[config.mk]
export PLATFORM = sky130hd
export DESIGN_NAME = lptt_ctrl
export DESIGN_NICKNAME = d
export VERILOG_FILES = /design/src/rtl/lptt_pkg.sv /design/src/rtl/lptt_ctrl.sv
export SDC_FILE = /design/constraint.sdc
export NUM_CORES = 1
export LEC_CHECK = 0
export BUFFER_PORTS_ARGS = -buffer_cell sky130_fd_sc_hd__buf_4
export CORE_MARGIN = 2
export CORE_UTILIZATION = 44
export CTS_BUF_LIST = sky130_fd_sc_hd__clkbuf_8 sky130_fd_sc_hd__clkbuf_16
export DETAILED_ROUTE_END_ITERATION = 6
export GPL_TIMING_DRIVEN = 1
export PLACE_DENSITY = 0.67
export SETUP_SLACK_MARGIN = 0.15
export SYNTH_ARGS = -nofsm -noshare
export SYNTH_HDL_FRONTEND = slang
export SYNTH_SLANG_ARGS = --single-unit
[constraint.sdc]
create_clock -name clk -period 1.8 [get_ports clk]
set_input_delay 0.36 -clock clk [delete_from_list [all_inputs] [get_ports clk]]
set_output_delay 0.36 -clock clk [all_outputs]
set_load 0.05 [all_outputs]
[src/rtl/lptt_pkg.sv]
// ----------------------------------------------------------------------------
// lptt_pkg
// Types, codes and constants shared by the lidar point ring and time tagger.
// ----------------------------------------------------------------------------
package lptt_pkg;

  // Angles are signed radians in units of 2^-14.
  localparam logic signed [21:0] ANG_PI            = 22'sd51472;
  localparam logic signed [21:0] ANG_HALF_PI       = 22'sd25736;
  localparam logic signed [21:0] ANG_THREE_HALF_PI = 22'sd77208;
  localparam logic signed [21:0] ANG_TWO_PI        = 22'sd102944;
  localparam logic signed [21:0] ANG_THREE_PI      = 22'sd154416;

  // CORDIC angle accumulator is Q30.
  localparam logic signed [33:0] Q30_HALF_PI = 34'sd1686629713;

  localparam int CORD_W     = 52;  // CORDIC x/y datapath width
  localparam int ACC_W      = 34;  // CORDIC angle accumulator width
  localparam int SQRT_ITERS = 32;  // one result bit per iteration
  localparam int DIV_W      = 40;  // dividend and quotient width

  localparam logic [48:0] NEAR_LIMIT = 49'd100;

  localparam logic ACT_BEGIN = 1'b0;
  localparam logic ACT_POINT = 1'b1;

  localparam logic [1:0] STAT_KEPT = 2'd0;
  localparam logic [1:0] STAT_NEAR = 2'd1;
  localparam logic [1:0] STAT_RING = 2'd2;

  localparam logic [1:0] REG_VERTICAL_LOW = 2'd0;
  localparam logic [1:0] REG_RINGS_PER_RAD = 2'd1;
  localparam logic [1:0] REG_RING_COUNT = 2'd2;
  localparam logic [1:0] REG_SCAN_PERIOD = 2'd3;

  typedef struct packed {
    logic signed [16:0] vertical_low;
    logic [23:0]        rings_per_radian;
    logic [6:0]         ring_count;
    logic [17:0]        scan_period;
  } cfg_t;

  typedef enum logic [4:0] {
    S_IDLE, S_SQ_X, S_SQ_Y, S_SQ_Z, S_NEAR, S_SQRT, S_ELEV_INIT, S_ELEV,
    S_RING_MUL, S_RING_CHK, S_AZIM, S_UNWRAP, S_TIME_MUL, S_DIV_INIT, S_DIV,
    S_SAT, S_OUT, S_BS_INIT, S_BS_START, S_BS_SAVE, S_BS_END, S_BS_SWEEP
  } state_t;

  typedef enum logic [4:0] {
    OP_NONE, OP_LOAD, OP_SQ_X, OP_SQ_Y, OP_SQ_Z, OP_SET_NEAR, OP_SQRT_INIT,
    OP_SQRT_STEP, OP_CORD_ELEV, OP_CORD_AZIM, OP_CORD_STEP, OP_RING_MUL,
    OP_RING_BAD, OP_RING_OK, OP_UNWRAP, OP_TIME_MUL, OP_DIV_INIT, OP_NO_SWEEP,
    OP_DIV_STEP, OP_SAT, OP_OUT, OP_SAVE_START, OP_SWEEP
  } op_t;

  typedef struct packed {
    logic near;
    logic ring_ok;
    logic den_pos;
    logic sqrt_last;
    logic cord_last;
    logic div_last;
    logic out_free;
  } status_t;

  // round(atan(2^-i) * 2^30)
  function automatic logic [30:0] atan_q30(input logic [4:0] i);
    logic [30:0] v;
    unique case (i)
      5'd0:  v = 31'd843314857;
      5'd1:  v = 31'd497837829;
      5'd2:  v = 31'd263043837;
      5'd3:  v = 31'd133525159;
      5'd4:  v = 31'd67021687;
      5'd5:  v = 31'd33543516;
      5'd6:  v = 31'd16775851;
      5'd7:  v = 31'd8388437;
      5'd8:  v = 31'd4194283;
      5'd9:  v = 31'd2097149;
      5'd10: v = 31'd1048576;
      5'd11: v = 31'd524288;
      5'd12: v = 31'd262144;
      5'd13: v = 31'd131072;
      5'd14: v = 31'd65536;
      5'd15: v = 31'd32768;
      5'd16: v = 31'd16384;
      5'd17: v = 31'd8192;
      5'd18: v = 31'd4096;
      5'd19: v = 31'd2048;
      5'd20: v = 31'd1024;
      5'd21: v = 31'd512;
      5'd22: v = 31'd256;
      5'd23: v = 31'd128;
      default: v = '0;
    endcase
    return v;
  endfunction

endpackage

[src/rtl/lptt_ctrl.sv]
// ----------------------------------------------------------------------------
// lptt_ctrl
// Sequencer that steps the datapath through one begin-scan or point item.
// ----------------------------------------------------------------------------
module lptt_ctrl
  import lptt_pkg::*;
(
  input  logic    clk,
  input  logic    rst_n,
  input  logic    in_valid,
  input  logic    in_action,
  output logic    in_ready,
  input  status_t st,
  output op_t     op
);

  state_t state_r, state_nxt;

  always_ff @(posedge clk) begin
    if (!rst_n) begin
      state_r <= S_IDLE;
    end else begin
      state_r <= state_nxt;
    end
  end

  always_comb begin
    state_nxt = state_r;
    op        = OP_NONE;
    in_ready  = 1'b0;
    unique case (state_r)
      S_IDLE: begin
        in_ready = 1'b1;
        if (in_valid) begin
          op        = OP_LOAD;
          state_nxt = (in_action == ACT_BEGIN) ? S_BS_INIT : S_SQ_X;
        end
      end
      S_SQ_X: begin
        op        = OP_SQ_X;
        state_nxt = S_SQ_Y;
      end
      S_SQ_Y: begin
        op        = OP_SQ_Y;
        state_nxt = S_SQ_Z;
      end
      S_SQ_Z: begin
        op        = OP_SQ_Z;
        state_nxt = S_NEAR;
      end
      S_NEAR: begin
        if (st.near) begin
          op        = OP_SET_NEAR;
          state_nxt = S_OUT;
        end else begin
          op        = OP_SQRT_INIT;
          state_nxt = S_SQRT;
        end
      end
      S_SQRT: begin
        op = OP_SQRT_STEP;
        if (st.sqrt_last) state_nxt = S_ELEV_INIT;
      end
      S_ELEV_INIT: begin
        op        = OP_CORD_ELEV;
        state_nxt = S_ELEV;
      end
      S_ELEV: begin
        op = OP_CORD_STEP;
        if (st.cord_last) state_nxt = S_RING_MUL;
      end
      S_RING_MUL: begin
        op        = OP_RING_MUL;
        state_nxt = S_RING_CHK;
      end
      S_RING_CHK: begin
        if (st.ring_ok) begin
          op        = OP_RING_OK;
          state_nxt = S_AZIM;
        end else begin
          op        = OP_RING_BAD;
          state_nxt = S_OUT;
        end
      end
      S_AZIM: begin
        op = OP_CORD_STEP;
        if (st.cord_last) state_nxt = S_UNWRAP;
      end
      S_UNWRAP: begin
        op        = OP_UNWRAP;
        state_nxt = S_TIME_MUL;
      end
      S_TIME_MUL: begin
        op        = OP_TIME_MUL;
        state_nxt = S_DIV_INIT;
      end
      S_DIV_INIT: begin
        if (st.den_pos) begin
          op        = OP_DIV_INIT;
          state_nxt = S_DIV;
        end else begin
          op        = OP_NO_SWEEP;
          state_nxt = S_OUT;
        end
      end
      S_DIV: begin
        op = OP_DIV_STEP;
        if (st.div_last) state_nxt = S_SAT;
      end
      S_SAT: begin
        op        = OP_SAT;
        state_nxt = S_OUT;
      end
      S_OUT: begin
        if (st.out_free) begin
          op        = OP_OUT;
          state_nxt = S_IDLE;
        end
      end
      S_BS_INIT: begin
        op        = OP_CORD_AZIM;
        state_nxt = S_BS_START;
      end
      S_BS_START: begin
        op = OP_CORD_STEP;
        if (st.cord_last) state_nxt = S_BS_SAVE;
      end
      S_BS_SAVE: begin
        op        = OP_SAVE_START;
        state_nxt = S_BS_END;
      end
      S_BS_END: begin
        op = OP_CORD_STEP;
        if (st.cord_last) state_nxt = S_BS_SWEEP;
      end
      S_BS_SWEEP: begin
        op        = OP_SWEEP;
        state_nxt = S_IDLE;
      end
      default: state_nxt = S_IDLE;
    endcase
  end

endmodule

==> run metrics, run 1 <==
IO buf count 16; die height 46.5 um; Hold WC Path Type in2reg; crit end category output pin; CP Class reg2out; TritonCTS buffer count 3; Non-Filler Instances 185; largest cells by area after synthesis dfxtp_1 (13%), a21oi_1 (6.3%), nor2_1 (6.1%); dominant synthesized flop cell dfxtp_1; CP startpoint kind flip-flop; Cells after DPL 159; clk root buf clkbuf_8; Placer Congestion 0.885; leading area contributor after synthesis dfxtp_1; hold depth 2; first-pass GRT wire length 4680 um; critical path arrival 1.48 ns; # IOs 17; clock sink total 5; count of different cell masters after synthesis 43; failing checks negative setup slack; Worst Hold Launch rst_n; Largest register FFs 5; Layout area overhead 82.9%; FMAX 542 MHz; clk_lat worst skew 0.22 ns; total wire length 3520 um; Post-layout nets 172; R2R cell count 5; setup tns final -0.0442 ns; final worst slack -0.0440 ns; biggest regs state_r x5; Leak Pwr 0.602 nW; final worst-path cycle share 1.02; CP max stage cell dfxtp_4; TritonCTS clock tree built; Worst R2R End state_r[3]; final core occ 0.852; number of synthesized flops with an enable pin 0; Final Hold Viols 0; core footprint 1710 um2; syn nets 131; status finished with violations; Critical Path RT 1.44 ns; Async S/R FF share, synth 0; Least-Margin Pin Slew 0.361 ns; max_slew headroom 0.756; Min-Delay Endpoint state_r[3]; Die ar. 2160 um2; Setup Skew 0.00367 ns; Max-Cap Viols 0; #FFs+latches synth 5; CTS max path bufs 2; Synth warnings 0; initial antenna violation count 0; Antenna Cells 0; crit path time final 1.84 ns; Top cell by count, worst path buf_6; Seq/Total Area, Yosys 0.126; syn_area_per_cell 6.63 um2; Area after DPL 1010 um2; post-detail-place hpwl 1680 um; Cell Area, Synth 796 um2; Detail Route Antenna Nets 0; DRC errors left 0; VDD IR max 0.00123 V; via count 1,180; final setup vio count 2; starting density of the core 0.466; Die Wd 46.5 um; # fillers 92; Clk pin slew, worst setup/hold paths 0.04 ns; final instance area 1460 um2; grt ovf 0; share of cells above drive strength 1 0.556; Largest Register state_r; RSZ-0062 raised after global routing yes; CP cell instances buf_6 > buf_4 > nand2b_1 > a22oi_1 > o22ai_2 > buf_6; power per cell area 1910 nW/um2; CTS H-tree lvls 1; Max stage delay on crit path 0.42 ns; reg-to-reg startpoint state_r[3]; worst reg2reg setup slack 0.01 ns; vias in the first global route 1,000; GRT Total Usage 0.307; DRT iter0 DRCs 80; critical-path maximum fanout 8; Synth top area share 0.126; Avg WL per Cell 19.0 um; drt pass-1 iters 4; Fin Hold WS 0.427 ns; routed vias/inst 6.38; final slew viol count 0; largest net degree at the start of global routing 15; Post-Synthesis Cells 120; Core Rows 15
-- synthesized netlist by cell type, types with 2 or more instances --
| cell type | instances |
|---|---|
| o21a_1 | 3 |
| buf_4 | 2 |
| nand2_1 | 11 |
| or3_1 | 3 |
| a22oi_1 | 2 |
| a32o_1 | 2 |
| clkbuf_1 | 3 |
| a31oi_1 | 2 |
| nand3_1 | 4 |
| inv_1 | 3 |
| nand4b_1 | 3 |
| nor2_1 | 13 |
| o21ai_1 | 3 |
| nor3_1 | 4 |
| o21ai_0 | 8 |
| buf_2 | 5 |
| o22ai_1 | 3 |
| buf_6 | 3 |
| a21oi_1 | 10 |
| nor2b_1 | 2 |
| nand2b_1 | 5 |
| dfxtp_1 | 5 |
-- metrics by stage --
step	worst slack [ns]	total power [mW]
after CTS	0.00631	2.41
final	-0.0440	2.77
after global routing	-0.0846	2.89
after detailed placement	0.0453	1.76
after floorplan	-0.0657	1.41
after global placement	0.0158	1.75
-- worst max-delay path, delay by kind of cell (launching register included) --
family | cells | cell delay [ns]
AND/OR/NAND/NOR | 1 | 0.07
buffers and inverters | 3 | 0.43
flip-flops | 1 | 0.42
AO/OA/AOI/OAI | 2 | 0.34
-- per-layer routing --
metal  up-vias  share of wire  track usage
met3        21          0.085       0.0706
met2        88           0.49        0.500
met4         0          0.038        0.131
met5         -              0            0
met1       546           0.38        0.381
li1        525              -            -
-- worst max-delay path by stage --
stage	start	endpoint	slack, ns	cells past startpoint
after CTS	state_r[1]	op[3]	0.006	6
after floorplan	state_r[3]	in_ready	-0.07	4
after global routing	state_r[1]	op[1]	-0.08	6
final	state_r[1]	op[1]	-0.04	6
after global placement	state_r[0]	state_r[0]	0.02	7
after detailed placement	state_r[1]	op[3]	0.05	6
-- cells in the final DEF, fill, tap and decap left out, drive strengths merged, types with 2 or more instances in the layout --
cell type,synthesis,final
nand3,4,4
nor2b,2,2
nand4b,3,3
buf,10,49
mux2,2,2
nor3,4,4
dfxtp,5,5
inv,3,4
nand2b,6,6
clkbuf,3,3
o21a,3,3
nand2,11,11
o22ai,3,3
a22oi,2,2
a21boi,2,2
a31oi,2,2
or3,3,3
a32o,2,2
nor2,13,13
o21ai,11,11
a21oi,10,10
-- repair_timing --
item	in CTS	in global routing
setup buffers	12	10
pin swaps	11	12
resized for setup	36	20
hold buffers	0	0
endpoints found under the setup margin	10	11
-- final cells by class --
| class | count | area [um2] | share of cell area |
|---|---|---|---|
| Clock buffer | 3 | 41.3 | 0.0284 |
| Inverter | 3 | 13.8 | 0.00946 |
| Tap cell | 25 | 31.3 | 0.0215 |
| Sequential cell | 5 | 119 | 0.0817 |
| Multi-Input combinational cell | 99 | 806 | 0.554 |
| Timing Repair Buffer | 49 | 440 | 0.303 |
| Clock inverter | 1 | 3.75 | 0.00258 |
-- report_power, final --
group	internal, mW	switching (mW)	total, mW
combinational	1.07	1.24	2.31
sequential	0.168	0.0952	0.263
clock	0.146	0.0577	0.204
total	1.38	1.39	2.77
-- logic make-up (layout without fill, tap and decap cells) --
kind of cell    Yosys count  count (layout)  synth area share
compound gates           43              43             0.348
xor+xnor                  1               1            0.0110
buf+inv                  16              56             0.121
flops                     5               5             0.126
mux                       3               3            0.0409
simple gates             52              52             0.354
(Power assumes the default switching activity.)
==> run 2: changes to the inputs <==
--- a/config.mk
+++ b/config.mk
@@ -7,11 +7,11 @@
 export LEC_CHECK = 0
 export BUFFER_PORTS_ARGS = -buffer_cell sky130_fd_sc_hd__buf_4
 export CORE_MARGIN = 2
-export CORE_UTILIZATION = 44
+export CORE_UTILIZATION = 53
 export CTS_BUF_LIST = sky130_fd_sc_hd__clkbuf_8 sky130_fd_sc_hd__clkbuf_16
 export DETAILED_ROUTE_END_ITERATION = 6
 export GPL_TIMING_DRIVEN = 1
-export PLACE_DENSITY = 0.67
+export PLACE_DENSITY = 0.78
 export SETUP_SLACK_MARGIN = 0.15
 export SYNTH_ARGS = -nofsm -noshare
 export SYNTH_HDL_FRONTEND = slang
==> run 2 against run 1 <==
The flow now stops in global routing. Area after synthesis stayed put. Synthesized cell count stayed put.
==> run metrics, run 2 <==
status stopped before the end; failing step global routing; Run Error [ERROR DPL-0038] Utilization greater than 100%, impossible to legalize; IO buf count 16 (unchanged); CTS max path bufs 2 (unchanged); Placer Congestion 0.936 (+5.8%); multiplexer share of the synthesized area 0.0409 (unchanged); Synth Area in Simple Gates 0.354 (unchanged); largest net degree at the start of global routing 12; Worst EP kind top-level output; Async S/R FF share, synth 0 (unchanged); largest cells by area after synthesis dfxtp_1 (13%), a21oi_1 (6.3%), nor2_1 (6.1%); Post-Synth XOR/XNOR Area 0.0110 (unchanged); cell with the most instances after synthesis nor2_1; leading area contributor after synthesis dfxtp_1; Cell Area, Synth 796 um2 (unchanged); Synth top area share 0.126 (unchanged); #FFs+latches synth 5 (unchanged); CTS H-tree lvls 1 (unchanged); clk root buf clkbuf_8; count of different cell masters after synthesis 43 (unchanged); Synth Area in Compound Gates 0.347 (unchanged); Cells after DPL 149 (-6.3%); Die Wd 42.8 um (-8.1%); syn nets 131 (unchanged); clock sink total 5 (unchanged); largest family of logic cells by synthesized area simple AND/OR/NAND/NOR gates; Synth Area in Adders 0 (unchanged); Seq/Total Area, Yosys 0.126 (unchanged); Post-Synthesis Cells 120 (unchanged); # IOs 17 (unchanged); TritonCTS buffer count 3 (unchanged); syn_area_per_cell 6.63 um2 (unchanged); Core Rows 13 (-2); Synth warnings 0 (unchanged); synth cell count leaders nor2_1 (13), nand2_1 (11), a21oi_1 (10); number of synthesized flops with an enable pin 0 (unchanged); dominant synthesized flop cell dfxtp_1; starting density of the core 0.589 (+0.124); critical endpoint after global-route timing repair op[2]; die height 42.8 um (-8.1%); post-detail-place hpwl 1750 um (+4.3%)
==> run 2: cell counts after synthesis <==
Identical to the previous run, type by type.
==> run 2: what timing repair did <==
item / CTS
setup buffers: 13
hold buffers: 0
pin swaps: 8
cloned: 1
resized for setup: 38
setup endpoints to repair: 8
==> run 2: cell families after synthesis <==
logic type                count (synthesis)
AOI/OAI and AO/OA                        43
xor gates and xnor gates                  1
buffers and inverters                    16
DFF                                       5
muxes                                     3
and+or+nand+nor                          52
==> run 2: stage by stage <==
| stage | area, um2 | setup slack [ns] | TNS, ns |
|---|---|---|---|
| 4_1_cts | 1320 | 0.00847 | 0 |
| 3_3_place_gp | 1000 | 0.118 | 0 |
| 2_1_floorplan | 886 | -0.0657 | -0.0805 |
| 3_5_place_dp | 1000 | 0.0661 | 0 |
==> run 3: changes to the inputs <==
==> config.mk (replaced) <==
export PLATFORM = sky130hd
export DESIGN_NAME = lptt_ctrl
export DESIGN_NICKNAME = d
export VERILOG_FILES = /design/src/rtl/lptt_pkg.sv /design/src/rtl/lptt_ctrl.sv
export SDC_FILE = /design/constraint.sdc
export NUM_CORES = 1
export LEC_CHECK = 0
export BUFFER_PORTS_ARGS = -buffer_cell sky130_fd_sc_hd__buf_4
export CORE_AREA = 2 2 63 65
export DETAILED_ROUTE_END_ITERATION = 6
export DIE_AREA = 0 0 65 67
export GPL_TIMING_DRIVEN = 1
export PLACE_DENSITY_LB_ADDON = 0.15
export SYNTH_ARGS = -nofsm -noshare
export SYNTH_HDL_FRONTEND = slang
export SYNTH_SLANG_ARGS = --single-unit
==> run 3 against run 2 <==
The run now ends clean.
==> run metrics, run 3 (synthesized netlist as in run 1, its figures left out) <==
status completed; Critical Path RT 1.91 ns; VDD IR max 0.000971 V; TritonCTS buffer count 3 (unchanged); Clk pin slew, worst setup/hold paths 0.03 ns; share of cells above drive strength 1 0.548; crit end category flip-flop; Largest register FFs 5; Avg WL per Cell 15.0 um; CP cell instances buf_6 > or4b_1 > o32a_1 > and4b_1 > o21a_1; drt pass-1 iters 4; Layout area overhead 82.7%; Largest Register state_r; GRT Total Usage 0.148; Leak Pwr 0.562 nW; vias in the first global route 1,032; first-pass GRT wire length 4980 um; Core Rows 22 (+9); Cells after DPL 197 (+32%); Max stage delay on crit path 0.51 ns; final worst slack 0.0157 ns; IO buf count 16 (unchanged); final slew viol count 0; final setup vio count 0; initial antenna violation count 0; biggest regs state_r x5; Max-Cap Viols 0; commonest cells after routing, fill and taps aside buf_4 (30), nand2_1 (11), buf_6 (11); max_slew headroom 0.751; grt ovf 0; largest net degree at the start of global routing 15; die height 67 um (+57%); clk root buf clkbuf_8; crit path time final 1.78 ns; Final Hold Viols 0; critical-path maximum fanout 6; routed vias/inst 5.21; CP Class reg2reg; clock sink total 5 (unchanged); critical path arrival 1.90 ns; Post-CTS Hold Buffers 0 (unchanged); setup tns final 0 ns; register area 116 um2; Non-Filler Instances 203; Detail Route Antenna Nets 0; FMAX 560 MHz; core footprint 3610 um2; Antenna Cells 0; Setup Skew 0.00482 ns; total wire length 3040 um; Setup WS pre-CTS 0.0120 ns (-0.0541 ns); CP max stage cell or4b_1; starting density of the core 0.221 (-0.369); DRC errors left 0; Post-layout nets 167; DRT iter0 DRCs 32; CP startpoint kind flip-flop; power per cell area 1800 nW/um2; final worst-path cycle share 0.991; CTS max path bufs 2 (unchanged); Placer Congestion 0.865 (-7.6%); post-detail-place hpwl 2180 um (+25%); most common cell after layout, fill and taps aside buf_4; # fillers 366; TritonCTS clock tree built; # IOs 17 (unchanged); Least-Margin Pin Slew 0.364 ns; RSZ-0062 raised after global routing yes; Die ar. 4360 um2; via count 1,058; clk_lat worst skew 0.23 ns; Die Wd 65 um (+52%); Hold WC Path Type in2reg; area of the multi-input gates 820 um2; CTS H-tree lvls 1 (unchanged)
==> run 3: worst paths after layout <==
path	slack [ns]	end	depth (start not counted)	startpoint
max	0.02	state_r[3]	5	state_r[3]
min	0.40	state_r[3]	2	rst_n
max reg2reg	0.02	state_r[3]	5	state_r[3]
min reg2reg	0.74	state_r[1]	3	state_r[1]
==> run 3: routing by layer <==
metal | global-route usage | vias up | part of all wire | routed length [um]
met3 | 0.0287 | 6 | 0.036 | 110
li1 | - | 516 | - | -
met4 | 0.0532 | 0 | 0.022 | 68
met1 | 0.188 | 502 | 0.44 | 1340
met2 | 0.249 | 34 | 0.50 | 1520
met5 | 0 | - | 0 | 0
==> run 3: area by class of cell <==
cell class | instances | share of cell area
multi-input cells | 99 | 0.564
repair buffers | 44 | 0.275
flip-flops and latches | 5 | 0.0800
well taps | 48 | 0.0413
clock buffers | 4 | 0.0310
inverters | 3 | 0.00947
==> run 3: worst max-delay path: cells and delay by family (launching register included) <==
kind / cells / cell delay [ns]
flops: 1 / 0.38
compound gates: 2 / 0.43
buf+inv: 1 / 0.14
simple gates: 2 / 0.73
==> run 3: where the power goes <==
group	internal (mW)	switching (mW)
combinational	0.999	1.16
clock	0.153	0.0616
sequential	0.167	0.0855
total	1.32	1.30
==> run 3: stage by stage <==
| step | hold slack, ns | power, mW | util | instance area (um2) |
|---|---|---|---|---|
| after floorplan | 0.478 | 1.35 | - | 850 |
| after global placement | 0.624 | 1.93 | 0.315 | 1140 |
| after detailed placement | 0.629 | 1.92 | 0.315 | 1140 |
| after CTS | 0.395 | 2.38 | 0.361 | 1300 |
| after global routing | 0.403 | 2.79 | 0.403 | 1450 |
| final | 0.402 | 2.62 | 0.403 | 1450 |
==> run 3: what timing repair did <==
action,in CTS,in global routing
pin swaps,5,11
buffers inserted,1,3
endpoints found under the setup margin,5,7
gates resized for setup,34,29
